`src/rtl/gda_pkg.sv`:
```
// Shared types, calendar constants and lookup functions for the date adder.
`timescale 1ns / 1ps

package gda_pkg;

  localparam int YEAR_W  = 14;
  localparam int MONTH_W = 4;
  localparam int DAY_W   = 5;
  localparam int DOY_W   = 9;

  localparam logic [YEAR_W-1:0]  YEAR_FIRST = 14'd1;
  localparam logic [YEAR_W-1:0]  YEAR_LAST  = 14'd9999;
  localparam logic [MONTH_W-1:0] MONTH_JAN  = 4'd1;
  localparam logic [MONTH_W-1:0] MONTH_FEB  = 4'd2;
  localparam logic [MONTH_W-1:0] MONTH_DEC  = 4'd12;
  localparam logic [DAY_W-1:0]   DAY_FIRST  = 5'd1;
  localparam logic [DAY_W-1:0]   DAY_LAST   = 5'd31;
  localparam logic [DOY_W-1:0]   YEAR_DAYS  = 9'd365;

  // Year counter controls.
  typedef struct packed {
    logic              load;
    logic              inc;
    logic              dec;
    logic [YEAR_W-1:0] year;
  } gda_yctl_t;

  // Year counter status.
  typedef struct packed {
    logic [YEAR_W-1:0] year;
    logic              leap;
  } gda_ystat_t;

  function automatic logic [DAY_W-1:0] days_in(input logic leap, input logic [MONTH_W-1:0] m);
    logic [DAY_W-1:0] n;
    case (m)
      4'd2:                      n = leap ? 5'd29 : 5'd28;
      4'd4, 4'd6, 4'd9, 4'd11:   n = 5'd30;
      default:                   n = 5'd31;
    endcase
    return n;
  endfunction

  function automatic logic [DOY_W-1:0] month_start(input logic [MONTH_W-1:0] m);
    logic [DOY_W-1:0] s;
    case (m)
      4'd2:    s = 9'd31;
      4'd3:    s = 9'd59;
      4'd4:    s = 9'd90;
      4'd5:    s = 9'd120;
      4'd6:    s = 9'd151;
      4'd7:    s = 9'd181;
      4'd8:    s = 9'd212;
      4'd9:    s = 9'd243;
      4'd10:   s = 9'd273;
      4'd11:   s = 9'd304;
      4'd12:   s = 9'd334;
      default: s = 9'd0;
    endcase
    return s;
  endfunction

endpackage

```
`src/rtl/gregorian_date_add_days_top.sv`:
```
// Top level of the Gregorian date adder: command port, sequencer and result registers.
`timescale 1ns / 1ps

// Adds a signed day offset to a Gregorian date and returns the date that many
// days away, proleptic Gregorian, 0001-01-01 to 9999-12-31. Raise start while
// busy is low to transfer a date and offset; busy stays high until the result
// appears. The result shows on the out_ ports for exactly one cycle, marked by
// out_valid, and cannot be held off, so capture it on that cycle. An out-of-
// range input year, month or day is first clamped (year to 1..9999, month to
// 1..12, day to 1..length of month). A result outside 1..9999 saturates to the
// nearest end date and raises out_out_of_range. An item runs in this order:
// ST_SET1 and ST_SET2 settle the leap tracker and ST_DOY folds the offset
// into a day of the year; ST_YEAR steps the year (forward in ST_YEAR alone,
// backward through ST_YEAR and ST_YADD, at most about 180 years either way
// for a 17-bit offset) and then leaves the year loop; ST_MONTH makes the
// month steps (at most 11) and picks the day; the result registers present
// the result. A saturated result leaves straight from the year loop and skips
// the month walk. Busy drops as the result appears, so the next start can
// transfer during the result cycle. A single add/subtract unit does every
// year and month step, so the year loop sets the latency.
module gregorian_date_add_days_top
  import gda_pkg::*;
#(
  parameter int OFFSET_BITS = 17
) (
  input  logic                   clk,
  input  logic                   rst_n,
  input  logic                   start,
  output logic                   busy,
  input  logic [YEAR_W-1:0]      in_start_year,
  input  logic [MONTH_W-1:0]     in_start_month,
  input  logic [DAY_W-1:0]       in_start_day,
  input  logic [OFFSET_BITS-1:0] in_day_offset,
  output logic                   out_valid,
  output logic [YEAR_W-1:0]      out_result_year,
  output logic [MONTH_W-1:0]     out_result_month,
  output logic [DAY_W-1:0]       out_result_day,
  output logic                   out_out_of_range
);

  // Day position within the year plus offset; headroom for a year of days.
  localparam int TW = ((OFFSET_BITS > 10) ? OFFSET_BITS : 10) + 1;

  typedef enum logic [2:0] {
    ST_IDLE,
    ST_SET1,
    ST_SET2,
    ST_DOY,
    ST_YEAR,
    ST_YADD,
    ST_MONTH
  } state_t;

  state_t                  state_r, state_nxt;
  logic [MONTH_W-1:0]      mon_r, mon_nxt;
  logic [DAY_W-1:0]        day_r, day_nxt;
  logic [OFFSET_BITS-1:0]  off_r, off_nxt;
  logic signed [TW-1:0]    t_r, t_nxt;
  logic                    valid_r, valid_nxt;
  logic [YEAR_W-1:0]       ry_r, ry_nxt;
  logic [MONTH_W-1:0]      rm_r, rm_nxt;
  logic [DAY_W-1:0]        rd_r, rd_nxt;
  logic                    oor_r, oor_nxt;

  gda_yctl_t               yctl;
  gda_ystat_t              ystat;

  logic [DOY_W-1:0]        alu_b;
  logic                    alu_sub;
  logic signed [TW-1:0]    alu_res;
  logic                    alu_neg;

  logic [DAY_W-1:0]        mlen;
  logic [DAY_W-1:0]        day_cl;
  logic [DOY_W-1:0]        doy;
  logic [DOY_W-1:0]        ylen;
  logic signed [TW-1:0]    off_ext;

  gda_year_ctr u_year (
    .clk   (clk),
    .rst_n (rst_n),
    .ctl   (yctl),
    .stat  (ystat)
  );

  gda_alu #(.W(TW)) u_alu (
    .a   (t_r),
    .b   (alu_b),
    .sub (alu_sub),
    .res (alu_res),
    .neg (alu_neg)
  );

  // Month length serves both the day clamp and the month walk.
  assign mlen    = days_in(ystat.leap, mon_r);
  assign day_cl  = (day_r > mlen) ? mlen : day_r;
  assign doy     = month_start(mon_r) + {8'd0, (mon_r > MONTH_FEB) && ystat.leap}
                   + {4'd0, day_cl} - 9'd1;
  assign ylen    = YEAR_DAYS + {8'd0, ystat.leap};
  assign off_ext = $signed({{(TW-OFFSET_BITS){off_r[OFFSET_BITS-1]}}, off_r});

  always_comb begin
    state_nxt = state_r;
    mon_nxt   = mon_r;
    day_nxt   = day_r;
    off_nxt   = off_r;
    t_nxt     = t_r;
    valid_nxt = 1'b0;
    ry_nxt    = ry_r;
    rm_nxt    = rm_r;
    rd_nxt    = rd_r;
    oor_nxt   = oor_r;
    yctl      = '0;
    alu_b     = ylen;
    alu_sub   = 1'b1;

    unique case (state_r)
      ST_IDLE: begin
        if (start) begin
          // Clamp the start date fields; the day waits for the leap flag.
          yctl.load = 1'b1;
          if (in_start_year < YEAR_FIRST) begin
            yctl.year = YEAR_FIRST;
          end else if (in_start_year > YEAR_LAST) begin
            yctl.year = YEAR_LAST;
          end else begin
            yctl.year = in_start_year;
          end
          if (in_start_month < MONTH_JAN) begin
            mon_nxt = MONTH_JAN;
          end else if (in_start_month > MONTH_DEC) begin
            mon_nxt = MONTH_DEC;
          end else begin
            mon_nxt = in_start_month;
          end
          day_nxt   = (in_start_day < DAY_FIRST) ? DAY_FIRST : in_start_day;
          off_nxt   = in_day_offset;
          state_nxt = ST_SET1;
        end
      end
      // Let the year counter settle its century and remainder.
      ST_SET1: state_nxt = ST_SET2;
      ST_SET2: state_nxt = ST_DOY;
      ST_DOY: begin
        // Fold the offset into a day position relative to Jan 1 of the year.
        t_nxt     = $signed({{(TW-DOY_W){1'b0}}, doy}) + off_ext;
        state_nxt = ST_YEAR;
      end
      ST_YEAR: begin
        alu_b   = ylen;
        alu_sub = 1'b1;
        if (t_r[TW-1]) begin
          // Before Jan 1: drop back one year, then add its length.
          if (ystat.year == YEAR_FIRST) begin
            ry_nxt    = YEAR_FIRST;
            rm_nxt    = MONTH_JAN;
            rd_nxt    = DAY_FIRST;
            oor_nxt   = 1'b1;
            valid_nxt = 1'b1;
            state_nxt = ST_IDLE;
          end else begin
            yctl.dec  = 1'b1;
            state_nxt = ST_YADD;
          end
        end else if (!alu_neg) begin
          // Past the year end: skip the whole year forward.
          if (ystat.year == YEAR_LAST) begin
            ry_nxt    = YEAR_LAST;
            rm_nxt    = MONTH_DEC;
            rd_nxt    = DAY_LAST;
            oor_nxt   = 1'b1;
            valid_nxt = 1'b1;
            state_nxt = ST_IDLE;
          end else begin
            yctl.inc = 1'b1;
            t_nxt    = alu_res;
          end
        end else begin
          mon_nxt   = MONTH_JAN;
          state_nxt = ST_MONTH;
        end
      end
      ST_YADD: begin
        alu_b     = ylen;
        alu_sub   = 1'b0;
        t_nxt     = alu_res;
        state_nxt = ST_YEAR;
      end
      ST_MONTH: begin
        alu_b   = {4'd0, mlen};
        alu_sub = 1'b1;
        if ((mon_r < MONTH_DEC) && !alu_neg) begin
          // Skip the whole month.
          t_nxt   = alu_res;
          mon_nxt = mon_r + 4'd1;
        end else begin
          ry_nxt    = ystat.year;
          rm_nxt    = mon_r;
          rd_nxt    = t_r[DAY_W-1:0] + 5'd1;
          oor_nxt   = 1'b0;
          valid_nxt = 1'b1;
          state_nxt = ST_IDLE;
        end
      end
      default: state_nxt = ST_IDLE;
    endcase
  end

  always_ff @(posedge clk) begin
    if (!rst_n) begin
      state_r <= ST_IDLE;
      valid_r <= 1'b0;
    end else begin
      state_r <= state_nxt;
      valid_r <= valid_nxt;
    end
    mon_r <= mon_nxt;
    day_r <= day_nxt;
    off_r <= off_nxt;
    t_r   <= t_nxt;
    ry_r  <= ry_nxt;
    rm_r  <= rm_nxt;
    rd_r  <= rd_nxt;
    oor_r <= oor_nxt;
  end

  assign busy             = (state_r != ST_IDLE);
  assign out_valid        = valid_r;
  assign out_result_year  = ry_r;
  assign out_result_month = rm_r;
  assign out_result_day   = rd_r;
  assign out_out_of_range = oor_r;

endmodule

```
`src/rtl/gda_alu.sv`:
```
// Shared add/subtract unit for year and month stepping.
`timescale 1ns / 1ps

module gda_alu
  import gda_pkg::*;
#(
  parameter int W = 18
) (
  input  logic signed [W-1:0] a,
  input  logic [DOY_W-1:0]    b,
  input  logic                sub,
  output logic signed [W-1:0] res,
  output logic                neg
);

  logic signed [W-1:0] b_ext;

  assign b_ext = $signed({{(W-DOY_W){1'b0}}, b});
  assign res   = sub ? (a - b_ext) : (a + b_ext);
  assign neg   = res[W-1];

endmodule

```
`src/rtl/gda_year_ctr.sv`:
```
// Year counter that tracks year mod 100 and century to give the leap flag.
`timescale 1ns / 1ps

module gda_year_ctr
  import gda_pkg::*;
(
  input  logic       clk,
  input  logic       rst_n,
  input  gda_yctl_t  ctl,
  output gda_ystat_t stat
);

  localparam int          RECIP_SHIFT = 19;
  localparam logic [12:0] RECIP_100   = 13'd5243;
  localparam int          PROD_W      = YEAR_W + 13;
  localparam logic [6:0]  MOD_TOP     = 7'd99;

  logic [YEAR_W-1:0] year_r, year_nxt;
  logic [6:0]        cent_r, cent_nxt;
  logic [6:0]        mod_r, mod_nxt;
  logic [PROD_W-1:0] prod;
  logic [YEAR_W-1:0] cent_x100;
  logic [YEAR_W-1:0] rem_full;

  // Divide by 100 through the reciprocal; the remainder is taken from the registered quotient.
  assign prod      = {13'd0, year_r} * {{YEAR_W{1'b0}}, RECIP_100};
  assign cent_x100 = {7'd0, cent_r} * 14'd100;
  assign rem_full  = year_r - cent_x100;

  always_comb begin
    year_nxt = year_r;
    cent_nxt = prod[RECIP_SHIFT+6:RECIP_SHIFT];
    mod_nxt  = rem_full[6:0];
    if (ctl.load) begin
      year_nxt = ctl.year;
    end else if (ctl.inc) begin
      year_nxt = year_r + 14'd1;
      cent_nxt = (mod_r == MOD_TOP) ? cent_r + 7'd1 : cent_r;
      mod_nxt  = (mod_r == MOD_TOP) ? 7'd0 : mod_r + 7'd1;
    end else if (ctl.dec) begin
      year_nxt = year_r - 14'd1;
      cent_nxt = (mod_r == 7'd0) ? cent_r - 7'd1 : cent_r;
      mod_nxt  = (mod_r == 7'd0) ? MOD_TOP : mod_r - 7'd1;
    end
  end

  always_ff @(posedge clk) begin
    if (!rst_n) begin
      year_r <= YEAR_FIRST;
      cent_r <= 7'd0;
      mod_r  <= 7'd1;
    end else begin
      year_r <= year_nxt;
      cent_r <= cent_nxt;
      mod_r  <= mod_nxt;
    end
  end

  assign stat.year = year_r;
  assign stat.leap = (year_r[1:0] == 2'b00) && ((mod_r != 7'd0) || (cent_r[1:0] == 2'b00));

endmodule
```
`config.mk`:
```
export PLATFORM = sky130hd
export DESIGN_NAME = gregorian_date_add_days_top
export DESIGN_NICKNAME = d
export VERILOG_FILES = /design/src/rtl/gda_pkg.sv /design/src/rtl/gregorian_date_add_days_top.sv /design/src/rtl/gda_alu.sv /design/src/rtl/gda_year_ctr.sv
export SDC_FILE = /design/constraint.sdc
export NUM_CORES = 1
export LEC_CHECK = 0
export BUFFER_PORTS_ARGS = -buffer_cell sky130_fd_sc_hd__buf_2
export CORE_ASPECT_RATIO = 1.1
export CORE_UTILIZATION = 41
export DETAILED_ROUTE_END_ITERATION = 10
export GPL_TIMING_DRIVEN = 1
export MAX_ROUTING_LAYER = met4
export PLACE_DENSITY = 0.67
export SYNTH_ARGS = -nofsm -noshare
export SYNTH_HDL_FRONTEND = slang
export SYNTH_SLANG_ARGS = --single-unit
```
`constraint.sdc`:
```
create_clock -name clk -period 12.21 [get_ports clk]
set_input_delay 2.442 -clock clk [delete_from_list [all_inputs] [get_ports clk]]
set_output_delay 2.442 -clock clk [all_outputs]
set_load 0.005 [all_outputs]
```
Yosys cells after proc, flatten, opt, wreduce, memory -nomap -nowiden

Memory sizes are Yosys's and may differ from the RTL's. A register that Yosys moved wholly into a read port is not among the register bits.
Index checks and enable logic that the tools add are counted.

Memories kept: 1
Bits in read-only memories: 144
Register bits: 100
Output and inout bits: 26
Logic and storage cells: 172
Bits of input ports: 43

Multiplexer cells: 80
Multipliers: 2
Equality and inequality tests: 27
Reductions and logical operators: 24
$add $sub $neg: 16
Magnitude comparators: 8

Memories:

| memory           | depth | bits a word | rd ports | clocked after memory_dff | write ports | line          | RTL |
|---|---|---|---|---|---|---|---|
| (name not given) | 16    | 9           | 1        | 1                        | 0           | gda_pkg.sv:46 | `case (m)` |

Operators with widths:

| operator               | number |
|---|---|
| $mux 14                | 12 |
| $pmux 18 s4            | 1 |
| $mux 7                 | 10 |
| $mux 18                | 3 |
| $mux 4                 | 12 |
| $mux 17                | 2 |
| $mux 5                 | 6 |
| $pmux 14 s2            | 1 |
| $mul 14x13->26 const B | 1 |
| $add 10x17->18         | 1 |
| $add 18x10->18         | 1 |
| $mux 1                 | 18 |
| $mux 3                 | 6 |
| $pmux 3 s6             | 1 |
| $sub 18x10->18         | 1 |
| $reduce_and 5->1       | 3 |
| $add 14x1->14 const B  | 1 |
| $add 7x1->7 const B    | 2 |
| $eq 14x1->1 const B    | 1 |
| $eq 14x14->1 const B   | 1 |
| $gt 14x14->1 const B   | 1 |
| $lt 14x1->1 const B    | 1 |
| $ne 2x2->1 const B     | 7 |
| $sub 14x1->14 const B  | 1 |
| other kinds (47)       | 63 |

Longest topological paths before layout

Gate-level depths: netlist (run 1).

Depth in word-level cells: 14
Depth in mapped cells: 32
Mapped depth without buffers: 32

Cells and area by module

A second synthesis (run 1) with hierarchy kept.

Cells, all modules: 1269
Area total of the unflattened synthesis: 11498.5 sq um

By module, submodules not included:

| module                      | times used | area each (sq um) | cells each |
|---|---|---|---|
| gda_year_ctr                | 1          | 5569.1            | 647 |
| gregorian_date_add_days_top | 1          | 4780.8            | 458 |
| gda_alu                     | 1          | 1148.6            | 164 |

Worst setup path after synthesis (run 1)

Ideal clock, no wire load.

Path kind: reg2reg
From: register u_year.mod_r[2]
To: register t_r[13] (data pin)
Path buffers: 0
Setup slack: 6.378 ns
Stages on the path, launching flop included: 31
Clock period less this slack: 5.832 ns
Arrival time: 5.561 ns
Library setup time: 0.271 ns
Path through: dfxtp_1 > or3_1 > or4_1 > o21ai_0 > nand2_1 > nand2_1 > o21ai_0 > ha_1 > a2111oi_0 > o21ai_0 > mux2i_1 > ha_1 > inv_1 > ha_1 > inv_1 > fa_1 > inv_1 > a21oi_1 > o21ai_0 > a21oi_1 > nor2_1 > nor2_1 > xnor2_1 > ha_1 > nand2_1 > o21ai_0 > a21oi_1 > o21ai_0 > nand3_1 > xor2_1 > o22ai_1

Longest elaborated chain between the ends: 12

RTL lines:

| item                                                                   | line                               | RTL |
|---|---|---|
| from (decl)                                                            | gda_year_ctr.sv:20                 | `logic [6:0] mod_r, mod_nxt;` |
| from (signal assigned)                                                 | gda_year_ctr.sv:55                 | `mod_r <= mod_nxt;` |
| $reduce_bool 7->1 *                                                    | gda_year_ctr.sv:60                 | `assign stat.leap = (year_r[1:0] == 2'b00) && ((mod_r != 7'd0) \|\| (cent_r[1:0] == 2'b00));` |
| $logic_or 1x1->1 *                                                     | gda_year_ctr.sv:60                 |  |
| $logic_and 1x1->1 *                                                    | gda_year_ctr.sv:60                 |  |
| parallel branches: the longest is 8 deep, another holds $add 10x17->18 | -                                  |  |
| $pmux 18 s4 *                                                          | gregorian_date_add_days_top.sv:117 | `unique case (state_r)` |
| named net t_nxt[13]                                                    | gregorian_date_add_days_top.sv:58  | `logic signed [TW-1:0] t_r, t_nxt;` |
| to (signal assigned)                                                   | gregorian_date_add_days_top.sv:220 | `t_r <= t_nxt;` |
| to (decl)                                                              | gregorian_date_add_days_top.sv:58  |  |

Mark *: on every way through the listed nets, which the timed path passes. The select of a mux whose other input is x is not followed.
A chain may end at the register's enable or synchronous reset.

Worst setup path after layout (run 1)

Ends and elaborated chain as after synthesis.

==> results of run 1 <==
-- per-layer routing --
| layer | wire length (µm) | vias up |
|---|---|---|
| li1 | - | 4192 |
| met1 | 12060 | 4142 |
| met2 | 12690 | 207 |
| met3 | 1361 | 31 |
| met4 | 442 | 0 |
| met5 | 0 | - |
-- sequential cells by signal, summed over array words and instances (netlist names), 3 cells and up, named ones only --
name and cells:
day_r 5, t_r 18, off_r 17, state_r 3
u_year.cent_r 5, out_result_month 4, u_year.year_r 14, out_result_year 14
u_year.mod_r 7, out_result_day 5, mon_r 4
-- placed cells by master, fill, tap and decap left out, types with 4 or more instances in the layout --
cell	n
inv_1	183
ha_1	180
a21oi_1	91
nand2_1	79
edfxtp_1	68
buf_2	68
fa_1	66
nor2_1	60
o21ai_0	55
xnor2_1	40
dfxtp_1	39
nand3_1	28
xor2_1	25
o22ai_1	21
a21o_1	19
nor3_1	19
nand2b_1	11
nor2b_1	11
and2_1	11
a31oi_1	10
or3_1	9
o21bai_1	9
clkbuf_16	9
nand4_1	8
mux2i_1	6
a211oi_1	6
o21a_1	5
o211ai_1	5
o32ai_1	4
and3_1	4
a32o_1	4
nor4_1	4
buf_4	4
-- where the power goes --
part           internal [mW]  switching, mW
Sequential             0.554          0.131
Clock                  0.148          0.161
Combinational           1.03           1.36
Total                   1.74           1.65
-- through the flow --
step                setup WS [ns]  total power [mW]  hold WS [ns]
floorplan                   6.378             2.513        0.5138
global placement            5.594             3.007        0.5367
detailed placement          5.416             3.072        0.5532
CTS                         5.392             3.404        0.5649
global route                4.992             3.774        0.6122
finish                      5.408             3.387        0.5663
-- cell families after synthesis --
kind of cell	count (synthesis)	synth area share (%)
adders and majority gates	246	32.61
AOI/OAI and AO/OA	278	16.16
buffers and inverters	217	7.581
and+or+nand+nor	259	11.46
muxes	10	1.096
xor gates and xnor gates	66	5.343
DFF	107	25.76
-- final timing paths --
| kind | startpoint | end | depth (start not counted) |
|---|---|---|---|
| setup reg to reg | u_year.mod_r[2]$_SDFF_PN0_ | t_r[13]$_DFFE_PP_ | 30 |
| hold / removal | u_year.cent_r[1]$_SDFFE_PN0P_ | u_year.cent_r[1]$_SDFFE_PN0P_ | 2 |
| setup / recovery | u_year.mod_r[2]$_SDFF_PN0_ | t_r[13]$_DFFE_PP_ | 30 |
| hold reg to reg | u_year.cent_r[1]$_SDFFE_PN0P_ | u_year.cent_r[1]$_SDFFE_PN0P_ | 2 |
-- cell type report --
class                      count  area, µm²  share of cell area [%]
clock buffer                   9      225.2                   1.885
sequential                   107       2823                   23.63
multi-input combinational    859       7306                   61.15
timing repair buffer          72      370.4                   3.100
tap                          352      440.4                   3.686
clock inverter                 7      88.84                  0.7435
inverter                     185      694.4                   5.812
-- worst max-delay path, delay by kind of cell, from the launching register on --
kind	cells	cell delay (ns)
compound gates	11	2.48
xor+xnor	2	0.30
fa+ha+maj	5	1.52
buf+inv	3	0.18
flops	1	0.38
mux	1	0.17
simple gates	8	1.46
==> run summary, run 1 <==
The worst setup path is captured at a flip-flop. The async set or reset register ratio after synthesis came out at 0%. After layout, the worst path uses 55.71% of the clock period. In this design, the critical path's most frequently occurring cell is o21ai_0. In the post-synthesis netlist, the cell with the most instances is inv_1. After detailed routing, the number of remaining DRC violations is 0.

The area of the core is 0.02622 mm². The number of antenna violations at the first check in global routing came out at 0. The post-route clock skew is 0.01272 ns. The number of fill cells came out at 2570.

Headroom to the max-slew limit came out at 28.09%. In this run the power density over the cells is 283.5 mW/mm². The library cell occupying the most area in the post-synthesis netlist is ha_1. In this run the cell area of the synthesized design comes to 0.01096 mm². The tree built by TritonCTS fans out to 107 sinks. STA puts the critical path data required time at 12.28 ns. The number of placed I/O pins is 69.

The share of the Yosys chip area taken by registers is 25.76%. The total via count in the routed design is 8572. The aggregate routed wire length came out at 26.56 mm.

After synthesis, the largest area contributor takes up 20.55% of total cell area. The average cell area after synthesis came out at 9.264 µm². The HPWL after detailed placement is 20.99 mm. The final count of negative-setup-slack endpoints is 0. For this run, the slowest stage of the critical path takes 0.46 ns.

At the end of routability-driven placement, the weighted congestion stood at 0.9351. Max-cap violations in this run came to 0. The aggregate negative setup slack is 0 ns. The detailed-routing iteration count for the pre-antenna-repair pass came out at 5. The number of gates resized after cts is 0. The flop and latch count out of synthesis came out at 107. The largest fanout on the critical path is 8. The cell chosen for the clock root is clkbuf_16. Sorting the synthesized cells by how often they occur yields 183 x inv_1, 180 x ha_1, 91 x a21oi_1. In the synthesized netlist the dominant register cell turns out to be edfxtp_1. The worst vdd rail ir drop is 0.0001312 V. Ranked by total cell area, the synthesized netlist is headed by ha_1 21%, edfxtp_1 19%, fa_1 12%, dfxtp_1 7.1%, inv_1 6.3%. The clock passes through at most 2 buffers. The number of vias per cell after detailed routing came out at 5.388.

Counting every net in the synthesized netlist gives 1472. The maximum operating frequency came out at 147.0 MHz. The run finished with clean final reports. The area added between synthesis and finish came out at 9.019%. The aggregate global routing overflow came out at 0. Input and output buffers added on the ports amount to 68. The clock input transition at the sequential cells of the worst setup and hold paths came out at 0.09 ns. Counting the buffers created by CTS gives 9. The residual antenna-violating net count after detailed routing came out at 0.

The post-route cell area came out at 0.01195 mm². The number of diodes added for antenna fixing came out at 0. met2 is the most crowded layer. Setup repair after global routing left no endpoint under its margin. The number of global-route vias before repair is 8339.

The met1 global-route usage is 27.39%. The global routing met3 resource utilization is 3.100%. The die covers 0.02739 mm².

The tightest min-delay check is of the reg2reg type. The instance count of the mapped netlist came out at 1183. For the worst-skew pair, the clock arrives at the later sink with an insertion delay of 0.37 ns. The largest net degree at the start of global routing came out at 35. The first global-routing pass estimated 43.04 mm of wire. The static power due to leakage came out at 5.583 nW. The layout cell share with drive strength beyond 1 came out at 8.959%.

STA classifies the critical path startpoint as a flip-flop. The number of endpoints with negative hold slack in the final report came to 0. After detailed routing, the average wire length per cell comes to 16.69 µm. In the final design database the tool counted 1523 nets. The met2 track demand over resource came out at 33.02%. The placed cell count came out at 1575. The total setup buffers inserted after CTS came out at 0. The final design utilization is 45.57%. The Yosys warning count came out at 0. TritonCTS built the clock tree. The critical path in this run is classified as reg2reg. The final count of pins violating max slew came to 0. The number of synthesized flops with an enable pin came out at 68.

After synthesis, the netlist uses 78 different library cells. In this run the vertical extent of the chip is 173.5 µm. The reg2reg setup slack came out at 5.41 ns. The die outline width came out at 157.9 µm. The largest individual stage delay along the critical path comes from the cell or4_1. The number of H-tree levels is 3. The violation count after the first detailed-routing iteration is 593.

The number of standard-cell rows in the floorplan came out at 62. The endpoint arrival time on the critical path is 6.87 ns. The total of hold buffers inserted after clock tree synthesis is 0. The time the worst path needs with I/O delays and setup is 6.802 ns.

Summing all placed instances gives a cell area of 0.01163 mm². The finished layout holds 1591 standard cells, fillers aside. The initial cell density of the core came out at 41.80%. The transition time at the pin with the least slew margin is 1.076 ns. For this run, the total global-route usage over all layers was measured as 20.79%.
Note: power is estimated with default switching activity, not from simulation.
==> run 2: changes to the inputs <==
==> constraint.sdc (replaced) <==
create_clock -name clk -period 7 [get_ports clk]
set_input_delay 1.4 -clock clk [delete_from_list [all_inputs] [get_ports clk]]
set_output_delay 1.4 -clock clk [all_outputs]
set_load 0.005 [all_outputs]
==> run summary, run 2 (synthesis results as in run 1) <==
The part of the power in the clock network came out at 9.1%. The violation count after the first detailed-routing iteration is 628. The residual antenna-violating net count after detailed routing is 0. The reg2reg setup slack is 0.49 ns. The switching share of power is 48.87%. The transition time at the pin with the least slew margin came out at 1.112 ns. The count of input and output buffers came out at 68. The number of standard-cell rows in the floorplan is 62. The first global-routing pass estimated 43.71 mm of wire. The clock reaches the later pin of the worst-skew pair after 0.37 ns.

For this configuration, the core starts out at a cell density of 41.80%. Cells with a size suffix above 1 make up 9.113% of the layout. The flip-flop count of the largest register after layout came out at 18. The final count of negative-setup-slack endpoints came out at 0.

In this run the power spent charging and discharging nets is 2.901 mW. Across the run, the number of max-cap violations was 0. The cell-internal power is 3.035 mW. In this run the power density over the cells is 496.2 mW/mm². The number of nets in the layout is 1524. Across all setup checks in the final design, the least slack found is 0.4947 ns.

The final count of pins violating max slew came out at 0. The part of the power in registers came out at 20.1%. The root buffer cell chosen for the clock tree is clkbuf_16. The library cell contributing the largest single delay on the critical path is or4_1. Buffers added to address setup during post-CTS repair amount to 0.

The die outline height came out at 173.5 µm. The number of global-route vias before repair is 8605. The clock input transition at the sequential cells of the worst setup and hold paths came out at 0.09 ns. For the worst setup path, the data required time is 7.07 ns. Subtracting the final worst setup slack from the clock period gives 6.505 ns. The clock sink count is 107. The area of the core is 0.02622 mm².

The aggregate negative setup slack came out at 0 ns. The aggregate global routing overflow came out at 0. The final standard cell count with taps included and fillers excluded came out at 1592.

The combinational power share is 70.7%. Derived from the worst setup path, the maximum achievable clock frequency is 153.7 MHz. The post-route clock skew is 0.01698 ns. The endpoint class of the critical path is a flip-flop. For this run, the share of the core covered by cells in the final layout is 45.63%. The worst-case clock buffer depth came out at 2. The repair_antennas step left the layout with diodes totalling 0.

The worst hold path belongs to the class reg2reg. The pre-CTS worst setup slack came out at 0.1717 ns. The number of H-tree levels came out at 3. Entering global routing, the biggest net connects 35 pins. The number of antenna violations at the first check in global routing is 0. The global-route total usage across every layer came out at 21.14%.

Leaving out fill and tap cells, the most frequent cell in the layout is inv_1. The number of endpoints with negative hold slack in the final report was 0. Leaving out fill and tap cells, the most frequent cells in the layout are 183 x inv_1, 180 x ha_1, 91 x a21oi_1, 79 x nand2_1. The number of vias per cell after detailed routing is 5.357. The number of placed I/O pins came out at 69. The endpoint arrival time on the critical path came out at 6.58 ns. The largest single stage delay on the critical path is 0.48 ns.

The largest registers in the layout are t_r (18), off_r (17). The total via count in the routed design is 8528. For this design the static power due to leakage is 5.589 nW.

The worst vdd rail ir drop is 0.0002124 V. The headroom to the max-slew limit came out at 25.69%. TritonCTS built the clock tree.

The share of the cycle needed by the critical path after routing is 92.93%. Ranked by flip-flop count, first place goes to t_r. The number of hold buffers added after CTS was 0. The aggregate routed wire length is 26.97 mm. In this design, the critical path's most frequently occurring cell is ha_1.

The area of the die came out at 0.02739 mm². The average wire length per cell after detail routing is 16.94 µm. The area added between synthesis and finish came out at 9.179%. Before antenna repair, the detailed router went through 7 iterations. The run finished with clean final reports. The placed cell count is 1576. After detailed routing, the number of remaining DRC violations is 0. Setup repair after global routing left no endpoint under its margin. The number of buffers inserted during clock tree synthesis came out at 9. The weighted congestion at the end of routability-driven global placement came out at 0.9239.

After legalization and detailed placement, the total HPWL measured 21.34 mm. The kind of start point of the critical path is a flip-flop. The worst setup path is of the reg2reg kind. The die outline width is 157.9 µm.

Of all nets on the critical path, the largest fanout is 8.
-- run 2: changes by cell type in the layout (fill, tap and decap cells not counted), sizes merged --
cell | previous run | this run
clkinv | 3 | 5
buf | 72 | 73
inv | 189 | 187
-- run 2: repair_timing --
item,CTS,global route
hold endpoints to repair,0,0
endpoints found under the setup margin,0,9
gates resized for setup,0,6
-- run 2: path summary, 6_finish.rpt --
path,cells past startpoint,from,to
setup / recovery,30,u_year.mod_r[2]$_SDFF_PN0_,t_r[13]$_DFFE_PP_
hold / removal,2,u_year.cent_r[1]$_SDFFE_PN0P_,u_year.cent_r[1]$_SDFFE_PN0P_
setup reg to reg,30,u_year.mod_r[2]$_SDFF_PN0_,t_r[13]$_DFFE_PP_
hold reg to reg,2,u_year.cent_r[1]$_SDFFE_PN0P_,u_year.cent_r[1]$_SDFFE_PN0P_
-- run 2: power groups by stage --
| stage | Sequential [mW] | Clock [mW] | Combinational (mW) |
|---|---|---|---|
| global placement | 1.20 | 0 | 4.04 |
| finish | 1.20 | 0.542 | 4.20 |
| CTS | 1.19 | 0.554 | 4.23 |
| global route | 1.22 | 0.573 | 4.80 |
| floorplan | 1.11 | 0 | 3.27 |
| detailed placement | 1.21 | 0 | 4.19 |
-- run 2: metal layers --
layer	GRT usage [%]	vias to the layer above	part of all wire (%)
li1	-	4191	-
met1	26.30	4064	44
met2	34.36	229	48
met3	3.600	44	4.8
met4	7.241	0	2.7
met5	-	-	0
-- run 2: final cells by class --
cell class                      instances  area [µm²]
Clock buffer                            9       225.2
Clock inverter                          7       93.84
Fill cell                            2555       14250
Inverter                              185       694.4
Multi-Input combinational cell        859        7311
Sequential cell                       107        2823
Tap cell                              352       440.4
Timing Repair Buffer                   73       377.9
-- run 2: worst max-delay path: cells and delay by family, from the launching register on --
family / cells / cell delay (ns)
compound gates: 11 / 2.21
fa+ha+maj: 5 / 1.51
simple gates: 8 / 1.43
flops: 1 / 0.39
xor+xnor: 2 / 0.30
buf+inv: 3 / 0.19
mux: 1 / 0.16
-- run 2: per-stage QoR --
stage / area (µm²) / hold slack (ns) / total power, mW
3_5_place_dp: 11640 / 0.5394 / 5.392
5_1_grt: 11970 / 0.5836 / 6.593
6_report: 11970 / 0.5512 / 5.937
2_1_floorplan: 10960 / 0.5138 / 4.384
3_3_place_gp: 11640 / 0.5333 / 5.238
4_1_cts: 11960 / 0.5511 / 5.973
